==> src/design/hcbp_ram.sv <==
// generic single write port ram with registered read
`timescale 1ns / 1ps

module hcbp_ram #(
   parameter int WIDTH = 8,
   parameter int DEPTH = 16
) (
   input  logic                     clock,
   input  logic                     wr_en,
   input  logic [$clog2(DEPTH)-1:0] wr_addr,
   input  logic [WIDTH-1:0]         wr_data,
   input  logic                     rd_en,
   input  logic [$clog2(DEPTH)-1:0] rd_addr,
   output logic [WIDTH-1:0]         rd_data
);

   logic [WIDTH-1:0] mem [DEPTH];
   logic [WIDTH-1:0] rd_data_ff;

   always_ff @(posedge clock) begin
      if (wr_en) begin
         mem[wr_addr] <= wr_data;
      end
      if (rd_en) begin
         rd_data_ff <= mem[rd_addr];
      end
   end

   assign rd_data = rd_data_ff;

endmodule

==> config.mk <==
export PLATFORM = sky130hd
export DESIGN_NAME = hcbp_ram
export DESIGN_NICKNAME = d
export VERILOG_FILES = /design/src/design/hcbp_ram.sv
export SDC_FILE = /design/constraint.sdc
export NUM_CORES = 1
export LEC_CHECK = 0
export BUFFER_PORTS_ARGS = -buffer_cell sky130_fd_sc_hd__buf_2
export CAP_MARGIN = 20
export CORE_ASPECT_RATIO = 1.1
export CORE_MARGIN = 3
export CORE_UTILIZATION = 55
export CTS_CLUSTER_SIZE = 20
export DETAILED_ROUTE_END_ITERATION = 10
export GPL_ROUTABILITY_DRIVEN = 0
export PLACE_DENSITY = 0.73
export SLEW_MARGIN = 20
export SYNTH_ARGS = -nofsm -noshare
export SYNTH_HDL_FRONTEND = slang
export SYNTH_SLANG_ARGS = --single-unit
==> constraint.sdc <==
create_clock -name clock -period 2.3 [get_ports clock]
set_input_delay 0.23 -clock clock [delete_from_list [all_inputs] [get_ports clock]]
set_output_delay 0.23 -clock clock [all_outputs]
set_load 0.02 [all_outputs]
## Word-level counts from Yosys, hierarchy flattened

Memory sizes are Yosys's and may differ from the RTL's. A register that Yosys moved wholly into a read port is not among the register bits.
Index checks and enable logic that the tools add are counted.

- Mux-type cells: 2

Operators with widths:

| kind | number |
|---|---|
| 2-to-1 mux 1 bit | 2 |

- Bits in registers: 0
- RAM bits: 128
- Input port bits: 19
- Output and inout bits: 8
- Memories: 1

Memories:

| name | words | bits a word | read ports | clocked after Yosys merged registers in | wr ports | RTL line | RTL |
|---|---|---|---|---|---|---|---|
| mem | 16 | 8 | 1 | 1 | 1 | 17 | `logic [WIDTH-1:0] mem [DEPTH];` |

## Depth between registers and ports, before layout

Gate-level depths: netlist (run 1).

- Word-level depth: 2
- Gate-level depth with buffers: 5
- Gate-level depth less buffers: 3

## Worst setup path before layout (run 1)

Ideal clock, no wire load.

- Kind: input -> register
- Start: input wr_addr[2]
- End: memory mem[0][0] (enable)
- Arrival: 1340 ps
- Slack: 577 ps
- Cell stages on the path: 2
- Buffers on the path: 0
- Cells stage by stage: or3b_2 nor3_1

RTL lines:

| element | RTL line | RTL |
|---|---|---|
| from (decl) | 10 | `input logic [$clog2(DEPTH)-1:0] wr_addr,` |
| to (decl) | 17 |  |

Straight into the memory's write port.

==> metrics.md, run 1 <==
| Metric | Value |
|---|---|
| Vias per Instance | slightly above 6 |
| Die width | 98.96 µm |
| Initial Util | 57.74% |
| Finished Cell Area | 6218 µm² |
| Mean Syn Cell Area | approximately 23 µm² |
| F_max | roughly 660 MHz |
| Clock Sinks | 136 |
| Place WS | 0.3808 ns |
| Top_reg_cell synth | edfxtp_1 |
| Slew Viols, Final | 0 |
| Antenna violations before repair | 0 |
| Ranking of synthesized cells by area | edfxtp_1, mux4_2, mux4_1, a22oi_1, nor2_1 |
| MaxCap Viol Count | 0 |
| TritonCTS buffer count | 17 |
| # Post-CTS Setup Buffers | 0 |
| Final hold violation count | 0 |
| Layout Skew | 0.007298 ns |
| Dpl cell area | ~5600 µm² |
| Most common cell in the netlist | edfxtp_1 |
| Detailed Place HPWL | about 6200 µm |
| Status | finished, final reports clean |
| Maximum VDD drop | 0.7328 mV |
| Worst-Margin Slew | 0.7288 ns |
| DRC Markers | 0 |
| Share of the synthesized area in the top cell type | between 70% and 80% |
| Clock Latency Late Sink | just over 0.5 ns |
| Clk slew on worst S/H paths | 0.06 ns |
| Yosys top cell by area | edfxtp_1 |
| CP Data Arrival Time | 1.77 ns |
| TritonCTS clock tree | done |
| Drt pass-1 iters | 4 |
| Req. time, crit path | 2.55 ns |
| Final wirelength | 10080 µm |
| I/O pin cnt | 27 |
| Clock Tree Root | clkbuf_8 |
| Gate Count Post-Synth | about 230 |
| Area Growth Syn to Fin | 18.96% |
| #FFs+latches synth | 136 |
| Worst Setup Start Kind | flip-flop |
| Grt ovf | 0 |
| Post-synth top cells | edfxtp_1, mux4_2, a22oi_1 |
| Syn nets | 248 |
| Pleak | 2.130 nW |
| WS Path Type | flip-flop to flip-flop |
| CTS resizes | 0 |
| Layout cells sized above 1 | around a third |
| Cell Rows | 36 |
| Wirelength per Cell | 24.30 µm |
| Clk buf depth | 2 |
| Global-route wire length before repair | 15830 µm |
| Core area | 9054 µm² |
| Final worst setup slack | about 0.79 ns |
| Slowest stage delay, CP | 0.55 ns |
| CP cell instances | mux4_1 > a22oi_1 > nand2_1 |
| Pwr per Cell Area | 928.6 nW/µm² |
| Vias in the first global route | 2654 |
| Post-CTS Hold Buffers | 0 |
| H-tree levels | 4 |
| Total GRT Usage | 21.37% |
| Routed vias | 2519 |
| Die height | 108.3 µm |
| Final worst-path cycle share | 65.87% |
| Final net count | approximately 310 |
| Slowest-stage cell, CP | mux4_1 |
| Yosys Warn Count | 0 |
| Die area | 10710 µm² |
| ANT cells | 0 |
| TNS Setup | 0 ns |
| Minimum clock period | 1.515 ns |
| RSZ-0062 raised after global routing | false |
| Routed Antenna Nets | 0 |
| Hold crit path type | input pin to flip-flop |
| Cell Area, Synth | 5228 µm² |
| Final Setup Violations | 0 |
| Yosys cell types | 18 |
| Largest net degree at the start of global routing | 21 |
| EDFF count, synth | between 100 and 150 |
| IO Port Bufs | 26 |
| Post-synth ARST share | 0% |
| Sequential fraction of the synthesis area | 78.12% |
| Fill count | approximately 570 |
| DR iter-0 viols | 224 |
| CP max FO | 1 |
| Slew headroom | 51.31% |
| Critical Path End Type | flip-flop |
-- metrics by stage --
step / cells / util (%) / total power [mW] / hold slack [ns]
6_report: 415 / 68.68 / 5.775 / 0.09779
5_1_grt: 415 / 68.68 / 5.958 / 0.07928
4_1_cts: 415 / 68.68 / 5.818 / 0.08047
3_5_place_dp: 383 / 62.06 / 3.130 / 0.6154
3_3_place_gp: 383 / 62.06 / 3.121 / 0.6023
2_1_floorplan: 229 / - / 3.011 / 0.3289
-- kinds of logic (layout without fill, tap and decap cells) --
group / after synthesis / count (layout) / synth area share [%]
simple gates: 35 / 35 / 3.136
mux: 32 / 32 / 14.79
flops: 136 / 136 / 78.12
buf+inv: 10 / 82 / 1.651
compound gates: 16 / 16 / 2.298
-- metal layers --
metal / track usage [%] / vias up / routed length, µm
met5: 0 / - / 0
met4: 9.268 / 0 / 187
met3: 5.806 / 14 / 867
met2: 34.07 / 127 / 5191
met1: 28.09 / 1280 / 3837
li1: - / 1098 / -
-- critical path, delay by kind of cell, from the launching register on --
kind	cells	cell delay (ns)
mux	1	0.55
compound gates	1	0.21
simple gates	1	0.09
flops	1	0.41
-- where the power goes --
| group | total, mW | internal (mW) | switching [mW] |
|---|---|---|---|
| clock network | 2.70 | 1.75 | 0.945 |
| registers | 2.81 | 2.79 | 0.0146 |
| logic | 0.270 | 0.113 | 0.158 |
| total | 5.77 | 4.66 | 1.12 |
-- registers in the layout, summed over array words and instances, names as in the netlist --
signal,cells
rd_data,8
mem,128
-- cell usage in the layout (no fill, tap or decap) --
cell type	instances
nor2_1	13
and2_1	1
nand2b_1	2
nand2_1	9
buf_12	2
clkbuf_16	16
nor2b_1	1
nor3_1	4
buf_2	26
inv_6	1
mux4_1	14
nand3_1	1
clkbuf_1	2
edfxtp_1	136
bufinv_16	4
mux4_2	18
clkinvlp_4	2
clkinv_2	1
or3b_2	1
clkbuf_8	1
clkinv_1	3
nand3b_1	2
a22oi_1	16
clkinv_4	2
and2b_1	1
buf_4	22
-- final timing paths --
check / depth (start not counted) / endpoint / start / slack, ns
min reg2reg: 3 / rd_data[3] / mem[12][3] / 0.75
min: 1 / mem[10][2] / wr_data[2] / 0.1
max reg2reg: 3 / rd_data[0] / mem[2][0] / 0.79
max: 3 / rd_data[0] / mem[2][0] / 0.79
-- cell type report --
type,instances,area (µm²),share of cell area [%]
sequential,136,4084,65.67
multi-input combinational,83,1057,17.00
clock inverter,13,177.7,2.857
timing repair buffer,50,335.3,5.392
tap,114,142.6,2.294
clock buffer,19,421.7,6.781
Note: power is estimated with default switching activity, not from simulation.
==> run 2: changes to the inputs <==
--- a/config.mk
+++ b/config.mk
@@ -5,6 +5,7 @@
 export SDC_FILE = /design/constraint.sdc
 export NUM_CORES = 1
 export LEC_CHECK = 0
+export ABC_AREA = 1
 export BUFFER_PORTS_ARGS = -buffer_cell sky130_fd_sc_hd__buf_2
 export CAP_MARGIN = 20
 export CORE_ASPECT_RATIO = 1.1
==> constraint.sdc (replaced) <==
create_clock -name clock -period 1.5 [get_ports clock]
set_input_delay 0.15 -clock clock [delete_from_list [all_inputs] [get_ports clock]]
set_output_delay 0.15 -clock clock [all_outputs]
set_load 0.02 [all_outputs]
==> run 2 against run 1 <==
Compared with the run above:
- global-route usage is 2.6 points higher
- clock power up 61%
- worst setup slack worse by 0.57 ns
- critical path depth shrank 2
- register-to-register slack got worse by 0.47 ns
- area after synthesis up 12%
- sequential power up 53%
- core utilization down 1.3 points
- power up 60%
- sequential share of layout area decreased by 5.9 points
- critical endpoint is now rd_data[6]
- flip-flop and latch count unchanged
- count of clock-buffer cells in the layout is 1 lower
==> metrics.md, run 2 <==
| Metric | Value |
|---|---|
| Mean Syn Cell Area | 10.61 µm² |
| RSZ-0062 raised after global routing | false |
| Worst Setup Start Kind | flip-flop |
| Commonest non-fill, non-tap cells in the layout | nand2_1, edfxtp_1, inv_1, nand3_1, buf_2 |
| Critical Path End Type | output pin |
| Final Setup Violations | 0 |
| CP max FO | 1 |
| Reg-to-reg slack, setup | 0.32 ns |
| Crit-path leading delay family | flip-flops |
| TNS Setup | 0 ns |
| CP Data Arrival Time | 1.14 ns |
| Commonest non-fill, non-tap cell in the layout | nand2_1 |
| Worst-Margin Slew | approximately 0.6 ns |
| Req. time, crit path | approximately 1.4 ns |
| Clock Latency Late Sink | 0.52 ns |
| Wirelength per Cell | ~18 µm |
| Slew Viols, Final | 0 |
| F_max | 775.4 MHz |
| Total GRT Usage | a little under a quarter |
| Final core utilization | 67.42% |
| Layout cells sized above 1 | 12.97% |
| MaxCap Viol Count | 0 |
| DRC Markers | 0 |
| Final net count | roughly 620 |
| WP buf/inv | 1 |
| Die height | 114.1 µm |
| Area Growth Syn to Fin | 16.78% |
| CTS resizes | 0 |
| Largest net degree at the start of global routing | 65 |
| Sequential fraction of the synthesis area | 69.85% |
| Post-synth ARST share | 0% |
| Final hold violation count | 0 |
| Antenna violations before repair | 0 |
| Most common cell in the netlist | nand2_1 |
| Share of the synthesized area in the top cell type | a little over two thirds |
| Pleak | 2.966 nW |
| Global-route wire length before repair | roughly 21000 µm |
| Simple-gate share of the synthesized area | between 20% and 30% |
| Vias per Instance | roughly 5.3 |
| Yosys top cell by area | edfxtp_1 |
| Core area | 10130 µm² |
| Mux contribution to synthesized area | 0% |
| Fill count | 727 |
| Yosys Warn Count | 0 |
| Slowest-stage cell, CP | edfxtp_1 |
| Minimum clock period | 1.290 ns |
| H-tree levels | 4 |
| Cell Rows | 38 |
| EDFF count, synth | 136 |
| Maximum VDD drop | 0.7941 mV |
| Reg area | 4084 µm² |
| Clk slew on worst S/H paths | 0.06 ns |
| Area of the multi-input gates | 1214 µm² |
| Clk buf depth | 2 |
| Syn nets | 570 |
| Layout Skew | 0.005411 ns |
| Status | finished, final reports clean |
| Final wirelength | 13320 µm |
| Hold crit path type | input pin to flip-flop |
| Initial Util | roughly 58% |
| Clock Sinks | 136 |
| Detailed Place HPWL | 8165 µm |
| Drt pass-1 iters | 7 |
| Grt ovf | 0 |
| DR iter-0 viols | 355 |
| TritonCTS buffer count | 17 |
| Post-Synth Adder-Cell Area | 0% |
| Gate Count Post-Synth | 551 |
| Post-synthesis compound-gate area fraction | 0% |
| Biggest register | mem |
| #FFs+latches synth | ~140 |
| TritonCTS clock tree | done |
| Clock Tree Root | clkbuf_8 |
| Final worst-path cycle share | 85.98% |
| Routed vias | 3990 |
| Routed Antenna Nets | 0 |
| Slew headroom | 59.80% |
| # Post-CTS Setup Buffers | 0 |
| ANT cells | 0 |
| Largest family of logic cells by synthesized area | simple AND/OR/NAND/NOR gates |
| Die width | 104.3 µm |
| CP cell instances | buf_2 |
| Top_reg_cell synth | edfxtp_1 |
| Ranking of synthesized cells by area | edfxtp_1, nand2_1, nand3_1, inv_1, buf_6 |
| Yosys cell types | 11 |
| Pwr per Cell Area | 1350 nW/µm² |
| Cell Area, Synth | 5847 µm² |
| I/O pin cnt | 27 |
| Post-synth top cells | nand2_1, edfxtp_1, inv_1 |
| IO Port Bufs | 26 |
| Max reg flops | 128 |
| WS Path Type | flip-flop to output pin |
| Slowest stage delay, CP | 0.43 ns |
| Die area | 11900 µm² |
| Post-synthesis xor/xnor area fraction | 0% |
| Vias in the first global route | 4076 |
-- run 2: cell families after synthesis --
logic type / Yosys count
flops: 136
simple gates: 289
buf+inv: 126
-- run 2: repair_timing --
action	in CTS	in global routing
hold buffers	1	0
endpoints found under the setup margin	0	0
endpoints found under the hold margin	8	0
-- run 2: final timing paths --
kind,startpoint,end,cells past startpoint
worst max-delay path,rd_data[6],rd_data[6],1
worst min-delay path,wr_data[4],mem[3][4],1
worst max register to register,mem[6][4],rd_data[4],6
worst min register to register,mem[11][0],rd_data[0],6
-- run 2: metal layers --
| layer | GRT usage [%] | routed length [µm] |
|---|---|---|
| met5 | 0 | 0 |
| met4 | 11.08 | 346 |
| met3 | 5.640 | 1154 |
| met2 | 40.09 | 6630 |
| met1 | 29.89 | 5186 |
-- run 2: area by class of cell --
class                   instances  area share, %
repair buffers                 50          5.131
flip-flops and latches        136          59.81
multi-input cells             289          17.78
clock buffers                  18          6.121
clock inverters                14          2.987
inverters                     102          5.607
well taps                     140          2.566
-- run 2: power by group --
part / switching, mW / leakage [nW] / internal [mW]
registers: 0.0250 / 1.24 / 4.28
logic: 0.389 / 1.43 / 0.160
clock network: 1.51 / 0.298 / 2.85
total: 1.93 / 2.97 / 7.29
-- run 2: through the flow --
step           setup slack (ns)  std cells  power [mW]  area (µm²)  hold slack (ns)
6_report                 0.2103        749       9.218        6828          0.03199
5_1_grt                  0.1824        749       9.506        6828          0.02669
4_1_cts                  0.1899        749       9.261        6828          0.02504
3_5_place_dp            0.09118        716       4.928        6196           0.5250
3_3_place_gp             0.1402        716       4.911        6196           0.5230
2_1_floorplan            0.3992        551       4.704        5847           0.2489
