File: config.mk
export PLATFORM = sky130hd
export DESIGN_NAME = hcbp_packer_flat
export DESIGN_NICKNAME = d
export VERILOG_FILES = /design/src/design/hcbp_pkg.sv /design/src/design/hcbp_rsp_if.sv /design/src/design/hcbp_packer.sv /design/src/flat_wrapper.sv
export SDC_FILE = /design/constraint.sdc
export NUM_CORES = 1
export LEC_CHECK = 0
export ABC_AREA = 1
export BUFFER_PORTS_ARGS = -buffer_cell sky130_fd_sc_hd__buf_2
export CAP_MARGIN = 20
export CORE_AREA = 2 2 169 88
export DETAILED_ROUTE_END_ITERATION = 8
export DIE_AREA = 0 0 171 90
export PLACE_DENSITY = 0.72
export SETUP_SLACK_MARGIN = 0.3
export SLEW_MARGIN = 15
export SYNTH_ARGS = -nofsm -noshare
export SYNTH_HDL_FRONTEND = slang
export SYNTH_SLANG_ARGS = --single-unit
File: constraint.sdc
create_clock -name clock -period 4.9 [get_ports clock]
set_clock_uncertainty 0.2 [all_clocks]
set_input_delay 0.245 -clock clock [delete_from_list [all_inputs] [get_ports clock]]
set_output_delay 0.245 -clock clock [all_outputs]
set_load 0.005 [all_outputs]
File: src/design/hcbp_pkg.sv
// shared types and constants for the huffman code bit packer
`timescale 1ns / 1ps

package hcbp_pkg;

   localparam int WORD_BITS = 32;
   localparam int BYTE_BITS = 8;
   localparam int LEN_W     = 6;
   localparam int CNT_W     = 7;
   localparam int BYTES_W   = 3;
   localparam int KIND_W    = 2;
   localparam int SYM_W     = 8;

   typedef enum logic [KIND_W-1:0] {
      REQ_LOAD   = 2'd0,
      REQ_ENCODE = 2'd1,
      REQ_FLUSH  = 2'd2,
      REQ_NONE   = 2'd3
   } req_kind_type;

   // item held between the table read and the packer
   typedef struct packed {
      req_kind_type kind;
      logic         code_ok;
      logic [WORD_BITS-1:0] code;
      logic [LEN_W-1:0]     len;
   } pack_item_type;

   // item state captured at accept, next to the table read data
   typedef struct packed {
      req_kind_type kind;
      logic         sym_ok;
      logic         hit;
   } lookup_type;

endpackage

File: src/design/hcbp_rsp_if.sv
// response channel: valid, ready and the packed output word fields
`timescale 1ns / 1ps

interface hcbp_rsp_if;
   logic        valid;
   logic        ready;
   logic [31:0] out_data;
   logic [2:0]  out_bytes;
   logic        last;

   modport source (output valid, output out_data, output out_bytes, output last,
                   input ready);
   modport sink (input valid, input out_data, input out_bytes, input last,
                 output ready);
endinterface

File: src/design/hcbp_packer.sv
// bit accumulator, word emission and output register
`timescale 1ns / 1ps

module hcbp_packer (
   input  logic                   clock,
   input  logic                   reset,
   input  logic                   item_valid,
   input  hcbp_pkg::pack_item_type item,
   output logic                   item_taken,
   hcbp_rsp_if.source             rsp_chan
);

   localparam int W = hcbp_pkg::WORD_BITS;

   logic [W-1:0]                    acc_ff, acc_in;
   logic [hcbp_pkg::LEN_W-1:0]      cnt_ff, cnt_in;
   logic                            out_valid_ff, out_valid_in;
   logic [W-1:0]                    out_data_ff, out_data_in;
   logic [hcbp_pkg::BYTES_W-1:0]    out_bytes_ff, out_bytes_in;
   logic                            out_last_ff, out_last_in;

   logic [W-1:0]                    code_eff;
   logic [hcbp_pkg::LEN_W-1:0]      len_eff;
   logic [2*W-1:0]                  appended;
   logic [hcbp_pkg::CNT_W-1:0]      sum;
   logic [hcbp_pkg::LEN_W-1:0]      cnt_round;
   logic                            emit;
   logic [W-1:0]                    res_data;
   logic [hcbp_pkg::BYTES_W-1:0]    res_bytes;
   logic                            res_last;
   logic [W-1:0]                    acc_next;
   logic [hcbp_pkg::LEN_W-1:0]      cnt_next;

   always_comb begin
      code_eff  = item.code_ok ? item.code : '0;
      len_eff   = item.code_ok ? item.len : '0;
      appended  = {{W{1'b0}}, acc_ff} | ({{W{1'b0}}, code_eff} << cnt_ff);
      sum       = hcbp_pkg::CNT_W'(cnt_ff) + hcbp_pkg::CNT_W'(len_eff);
      cnt_round = cnt_ff + hcbp_pkg::LEN_W'(hcbp_pkg::BYTE_BITS - 1);

      emit      = 1'b0;
      res_data  = appended[W-1:0];
      res_bytes = hcbp_pkg::BYTES_W'(W / hcbp_pkg::BYTE_BITS);
      res_last  = 1'b0;
      acc_next  = acc_ff;
      cnt_next  = cnt_ff;

      unique case (item.kind)
         hcbp_pkg::REQ_ENCODE: begin
            if (sum > hcbp_pkg::CNT_W'(W)) begin
               // more than a word pending: low word leaves
               emit     = 1'b1;
               acc_next = appended[2*W-1:W];
               cnt_next = hcbp_pkg::LEN_W'(sum - hcbp_pkg::CNT_W'(W));
            end else begin
               acc_next = appended[W-1:0];
               cnt_next = sum[hcbp_pkg::LEN_W-1:0];
            end
         end
         hcbp_pkg::REQ_FLUSH: begin
            emit      = (cnt_ff != '0);
            res_data  = acc_ff;
            res_bytes = hcbp_pkg::BYTES_W'(cnt_round >> $clog2(hcbp_pkg::BYTE_BITS));
            res_last  = 1'b1;
            acc_next  = '0;
            cnt_next  = '0;
         end
         hcbp_pkg::REQ_LOAD, hcbp_pkg::REQ_NONE: begin
            emit = 1'b0;
         end
         default: begin
            emit = 1'b0;
         end
      endcase

      item_taken = item_valid && (!emit || !out_valid_ff || rsp_chan.ready);

      acc_in       = item_taken ? acc_next : acc_ff;
      cnt_in       = item_taken ? cnt_next : cnt_ff;
      out_data_in  = out_data_ff;
      out_bytes_in = out_bytes_ff;
      out_last_in  = out_last_ff;
      out_valid_in = out_valid_ff && !rsp_chan.ready;
      if (item_taken && emit) begin
         out_valid_in = 1'b1;
         out_data_in  = res_data;
         out_bytes_in = res_bytes;
         out_last_in  = res_last;
      end
   end

   always_ff @(posedge clock) begin
      if (reset) begin
         acc_ff       <= '0;
         cnt_ff       <= '0;
         out_valid_ff <= 1'b0;
      end else begin
         acc_ff       <= acc_in;
         cnt_ff       <= cnt_in;
         out_valid_ff <= out_valid_in;
      end
      out_data_ff  <= out_data_in;
      out_bytes_ff <= out_bytes_in;
      out_last_ff  <= out_last_in;
   end

   assign rsp_chan.valid     = out_valid_ff;
   assign rsp_chan.out_data  = out_data_ff;
   assign rsp_chan.out_bytes = out_bytes_ff;
   assign rsp_chan.last      = out_last_ff;

endmodule

File: src/flat_wrapper.sv
// flat-port wrapper written by rule: the top's interface ports become plain ports
module hcbp_packer_flat 
  (clock, reset, item_valid, item, item_taken, rsp_chan_valid, rsp_chan_out_data, rsp_chan_out_bytes, rsp_chan_last, rsp_chan_ready);
  hcbp_rsp_if rsp_chan_i ();
  input  logic clock;
  input  logic reset;
  input  logic item_valid;
  input  hcbp_pkg::pack_item_type item;
  output logic item_taken;
  output wire logic [$bits(rsp_chan_i.valid)-1:0] rsp_chan_valid;
  output wire logic [$bits(rsp_chan_i.out_data)-1:0] rsp_chan_out_data;
  output wire logic [$bits(rsp_chan_i.out_bytes)-1:0] rsp_chan_out_bytes;
  output wire logic [$bits(rsp_chan_i.last)-1:0] rsp_chan_last;
  input wire logic [$bits(rsp_chan_i.ready)-1:0] rsp_chan_ready;
  assign rsp_chan_valid = rsp_chan_i.valid;
  assign rsp_chan_out_data = rsp_chan_i.out_data;
  assign rsp_chan_out_bytes = rsp_chan_i.out_bytes;
  assign rsp_chan_last = rsp_chan_i.last;
  assign rsp_chan_i.ready = rsp_chan_ready;
  hcbp_packer u_core (.clock(clock), .reset(reset), .item_valid(item_valid), .item(item), .item_taken(item_taken), .rsp_chan(rsp_chan_i));
endmodule
# ---- Word level (Yosys, flattened, before mapping)
# Cells that the tools add are included.
dict set report word_totals {
  word_cells 39
  in_bits 45
  regBits 75
  out_inout_bits 38
}
dict set report classes {
  n_reduce_logical 13
  n_eq_ne 3
  order_cmp 1
  addsub 3
  mux 11
  bitwise 1
  shift 1
}
# operator n
set op_table {}
lappend op_table {{$mux 32} 3}
lappend op_table {{$or 32x64->64} 1}
lappend op_table {{$pmux 32 s2} 1}
lappend op_table {{$shl 32x6->64} 1}
lappend op_table {{$mux 6} 2}
lappend op_table {{$pmux 6 s2} 1}
lappend op_table {{$add 6x6->7} 1}
lappend op_table {{$gt 7x6->1 const B} 1}
lappend op_table {{$add 6x3->6 const B} 1}
lappend op_table {{$reduce_bool 6->1} 1}
lappend op_table {{$sub 6x6->6 const B} 1}
lappend op_table {{$eq 2x2->1 const B} 2}
lappend op_table {{$logic_and 1x1->1} 3}
lappend op_table {{$logic_not 1->1} 3}
lappend op_table {{$mux 1} 3}
lappend op_table {{$pmux 1 s3} 1}
lappend op_table {{$eq 2x1->1 const B} 1}
lappend op_table {{$logic_not 2->1} 1}
lappend op_table {{$logic_or 1x1->1} 2}
lappend op_table {{$reduce_and 2->1} 1}
lappend op_table {{$reduce_bool 2->1} 1}
lappend op_table {{$reduce_or 2->1} 1}

# ---- Longest topological paths before layout
dict set report logic_depth {
  ltp_word 11
  ltp_mapped 21
}

# ---- Worst setup path before layout
# Ideal clock, no wire load.
dict set report synth_timing {
  path_type {input to register}
  from {in item[38] (netlist bit)}
  to {reg u_core.out_last_ff (netlist: u_core.rsp_chan.last), enable pin}
  path_slack_ps 1165
  cell_stages 17
  arrival_ps 3145
  required_ps 4309
  n_path_buf 3
  path_cell_list {buf_4 buf_2 nand2_1 inv_1 ha_1 fa_1 or2_2 nor2_1 nand3_1 nand2_1 nand3_2 nand3_4 buf_2 nand2_1 inv_1 nand2_1 inv_1}
}
dict set report synth_between {
  elab_chain_cells 10
}
# item line_no
set synth_rtl {}
lappend synth_rtl {{start, declared} flat_wrapper.sv:8} ;# input hcbp_pkg::pack_item_type item;
lappend synth_rtl {{$mux 6} hcbp_packer.sv:36} ;# len_eff = item.code_ok ? item.len : '0;
lappend synth_rtl {{$add 6x6->7} hcbp_packer.sv:38} ;# sum = hcbp_pkg::CNT_W'(cnt_ff) + hcbp_pkg::CNT_W'(len_eff);
lappend synth_rtl {{$gt 7x6->1} hcbp_packer.sv:50} ;# if (sum > hcbp_pkg::CNT_W'(W)) begin
lappend synth_rtl {{$mux 1} hcbp_packer.sv:50}
lappend synth_rtl {{$pmux 1 s3} hcbp_packer.sv:48} ;# unique case (item.kind)
lappend synth_rtl {{$logic_not 1->1} hcbp_packer.sv:76} ;# item_taken = item_valid && (!emit || !out_valid_ff || rsp_chan.ready);
lappend synth_rtl {{$logic_or 1x1->1 (2 in a row)} hcbp_packer.sv:76}
lappend synth_rtl {{$logic_and 1x1->1} hcbp_packer.sv:76}
lappend synth_rtl {{net item_taken} flat_wrapper.sv:9} ;# output logic item_taken;
lappend synth_rtl {{$logic_and 1x1->1} hcbp_packer.sv:84} ;# if (item_taken && emit) begin
lappend synth_rtl {{end signal, assigned} hcbp_packer.sv:104} ;# out_last_ff <= out_last_in;
lappend synth_rtl {{end, declared} hcbp_packer.sv:20} ;# logic out_last_ff, out_last_in;
# The timed path passes the listed nets, and every way through them passes these cells.
# A chain may end at the register's enable or synchronous reset.

# ---- Worst setup path after layout
dict set report layout_timing {
  from {reg u_core.cnt_ff[1] (netlist bit)}
  to {reg u_core.acc_ff[15]}
}
dict set report layout_between {
  elab_chain_cells 9
  word_cells_on_any_way 14
  cone_classes {add/sub (1); order compare (1); shift (1); mux (4); bitwise (1); reduce/logical (6)}
}
# item line_no
set layout_rtl {}
lappend layout_rtl {{start, declared} hcbp_packer.sv:16} ;# logic [hcbp_pkg::LEN_W-1:0] cnt_ff, cnt_in;
lappend layout_rtl {{start signal, assigned} hcbp_packer.sv:99} ;# cnt_ff <= cnt_in;
lappend layout_rtl {{$add 6x6->7} hcbp_packer.sv:38}
lappend layout_rtl {{$gt 7x6->1} hcbp_packer.sv:50}
lappend layout_rtl {{$mux 1} hcbp_packer.sv:50}
lappend layout_rtl {{$pmux 1 s3} hcbp_packer.sv:48}
lappend layout_rtl {{$logic_not 1->1} hcbp_packer.sv:76}
lappend layout_rtl {{$logic_or 1x1->1 (2 in a row)} hcbp_packer.sv:76}
lappend layout_rtl {{$logic_and 1x1->1} hcbp_packer.sv:76}
lappend layout_rtl {{$reduce_and 2->1 (no line)} --}
lappend layout_rtl {{end signal, assigned} hcbp_packer.sv:98} ;# acc_ff <= acc_in;
lappend layout_rtl {{end, declared} hcbp_packer.sv:15} ;# logic [W-1:0] acc_ff, acc_in;
# Several ways; a longest one is shown, not always the timed one.

==> impl_results.md <==
- Final setup margin: between 1 and 1.5 ns
- Die footprint: roughly 15000 sq um
- Postcts setup bufs: 0
- PD cells: around 350 nW/um^2
- Ranking of synthesized cells by area: nand2_1 23%, nand3_1 23%, edfxtp_1 16%, dfxtp_1 11%, nor2_1 5.7%
- Post-synthesis adder-cell area fraction: 0.0176
- Worst hold-check path type: primary input to register
- Largest net degree at the start of global routing: 48
- H-tree depth: 3
- Largest family of logic cells by synthesized area: simple AND/OR/NAND/NOR gates
- Final core occ: 0.536
- Leading area contributor after synthesis: nand2_1
- FP Rows: 31
- Mux contribution to synthesized area: 0
- Setup_tns: 0 ns
- Final setup violation count: 0
- Final wirelength: ~24000 um
- Synth warnings: 0
- Chip height: about 90 um
- NumNets Final: between 1000 and 1500
- Simple-Gate Fraction of Synth Area: 0.541
- Post-Syn Instances: 1172
- Vias in the first global route: 6975
- Vias: about 7900
- Worst Path Class, Setup: register to register
- # fillers: about 1500
- CTS tree: yes
- Maximum fanout along the worst path: 38
- Clock sink total: 75
- GP Congestion: 1.07
- Initial Util: 0.485
- Placed cell count: 1388
- Lkg Pwr: a little under 0.004 uW
- Syn Nets: between 1000 and 1500
- Predominant post-synthesis flop cell: dfxtp_1
- Root Driver: clkbuf_16
- Post-Syn Area: 6810 sq um
- DRT antenna net count: 0
- Fin. max-slew vios: 0
- PortBufs: 82
- Slew @ Worst Pin: between 0.8 and 0.9 ns
- TritonCTS Buffers: 9
- Worst slew margin: 0.439
- Worst-Skew Late Latency: roughly 0.33 ns
- Drt initial violations: a little over 1000
- Critical Path AT: about 3.4 ns
- Min Clock Period, post-route: 3.41 ns
- Initial antenna violation count: 1
- Startpoint types: register
- Ys async rst share: 0
- Initial DRT Pass Iterations: 5
- Register area share after synthesis: 0.273
- Via density: 5.64
- Required @ worst endpoint: around 4.9 ns
- Place WS: approximately 1.4 ns
- Post-Synth XOR/XNOR Area: 0.00129
- Register area: 1860 sq um
- Drc violations: 0
- Wire length per cell: 16.8 um
- Peak supply drop: between 0.15 and 0.2 mV
- Netlist cell types: 33
- Overflow after GRT: 0
- Max cap viols: 0
- Hpwl dp: 17900 um
- Final Non-Filler Cells: 1406
- Share of cells above drive strength 1: 0.106
- GRT Overall Usage: 0.311
- Outcome: completed
- First-pass GRT wire length: between 30000 and 40000 um
- CTS clk-pin slew, worst paths: ~0.060 ns
- Top cell type's share of synthesized area: 0.230
- Synth Area in Compound Gates: 0.0613
- Chip width: 171 um
- Hold slack: between 0.07 and 0.08 ns
- Maximum achievable frequency: between 0.2 and 0.3 GHz
- Longest Clk Path Bufs: 2
- RSZ-0062 raised after global routing: false
- Boundary Pins: 83
- Period utilization: 0.695
- Final Hold Fails: 0
- FF+latch count, synth: between 70 and 80
- Footprint of the multi-input gates: around 4200 sq um
- Core ar.: roughly 14000 sq um
- Layout Area Growth over Synthesis: 10.6%
- EDFF count, synth: 36
- Crit end category: register
- Syn Area/Cell: about 5.8 sq um
## worst paths after layout
| kind | slack [ns] | depth (start not counted) | start | end |
|---|---|---|---|---|
| hold reg to reg | 0.28 | 2 | u_core.acc_ff[27] | u_core.acc_ff[27] |
| hold / removal | 0.08 | 4 | rsp_chan_ready | u_core.rsp_chan.valid |
| setup reg to reg | 1.49 | 16 | u_core.cnt_ff[1] | u_core.acc_ff[15] |
| setup / recovery | 1.49 | 16 | u_core.cnt_ff[1] | u_core.acc_ff[15] |
## cell families (layout without fill, tap and decap cells)
logic type | Yosys count | count (layout)
adders and majority gates | 9 | 9
other | 0 | 1
AOI/OAI and AO/OA | 72 | 72
and+or+nand+nor | 855 | 855
buffers and inverters | 160 | 195
DFF | 75 | 75
xor gates and xnor gates | 1 | 1
## layout by cell type (no fill, tap or decap), drive strengths merged
cell         netlist  layout
nand3            310     310
or2                1       1
diode              0       1
a211o              1       1
buf               60      98
nand3b             1       1
o21ai             33      33
o21a               2       2
and2               2       2
nand2            419     419
bufinv             0       3
inv               78      79
clkbuf            20      10
clkinv             2       4
a31o               1       1
o21bai            16      16
dlygate4sd3        0       1
o31ai              2       2
dfxtp             39      39
fa                 1       1
ha                 8       8
nor2             106     106
nand4             16      16
a21oi             17      17
edfxtp            36      36
xor2               1       1
## worst max-delay path: stages (launching register included)
cell and delay [ns]:
dfxtp_1 0.35, buf_4 0.38, ha_1 0.31, nand2_1 0.08, inv_2 0.04, nand3_1 0.10, nand3_1 0.08, nand2_1 0.10
nand2_1 0.08, nand2_1 0.11, nand3_2 0.17, nand3_4 0.23, nand3_4 0.38, inv_4 0.42, nand2_1 0.11, nand2_1 0.08
nor2_1 0.05
## flip-flops by register name (all words and copies together), names as in the netlist
register                   flops
u_core.rsp_chan.valid          1
u_core.acc_ff                 32
u_core.rsp_chan.last           1
u_core.rsp_chan.out_data      32
u_core.rsp_chan.out_bytes      3
u_core.cnt_ff                  6
## final cells by class
cell class                      count  share of cell area
Multi-Input combinational cell    937               0.562
Timing Repair Buffer               99              0.0718
Clock buffer                       10              0.0304
Clock inverter                      6              0.0150
Tap cell                          198              0.0329
Antenna cell                        1            0.000332
Sequential cell                    75               0.247
Inverter                           80              0.0405
## routing by layer
layer	global-route usage	wire length (um)	vias up
met4	0.0473	220	0
met3	0.0894	2970	23
met1	0.470	11100	3598
li1	-	-	3899
met5	0	0	-
met2	0.440	9330	409
## cells in the mapped netlist, drive strengths merged (2+ instances only)
cell type	n
dfxtp	39
buf	60
a21oi	17
inv	78
o21bai	16
o21ai	33
o21a	2
nor2	106
nand4	16
nand3	310
edfxtp	36
clkinv	2
and2	2
clkbuf	20
o31ai	2
ha	8
nand2	419
## metrics by stage
step	power, uW	area, sq um
after global routing	2770	7530
after detailed placement	1820	7180
after floorplan	1540	6810
after CTS	2580	7530
after global placement	1820	7180
final	2610	7530
## where the power goes
part	internal, uW	switching, uW	total [uW]	leakage, uW
sequential	740	19.7	760	0.000658
combinational	326	759	1080	0.00302
clock	499	264	764	0.000167
## timing repair
| action | in CTS | in global routing |
|---|---|---|
| hold buffers | 1 | 0 |
| hold endpoints to repair | 1 | 0 |
| gates resized for setup | 0 | 0 |
No activity file was read; power rests on OpenSTA's default activity.
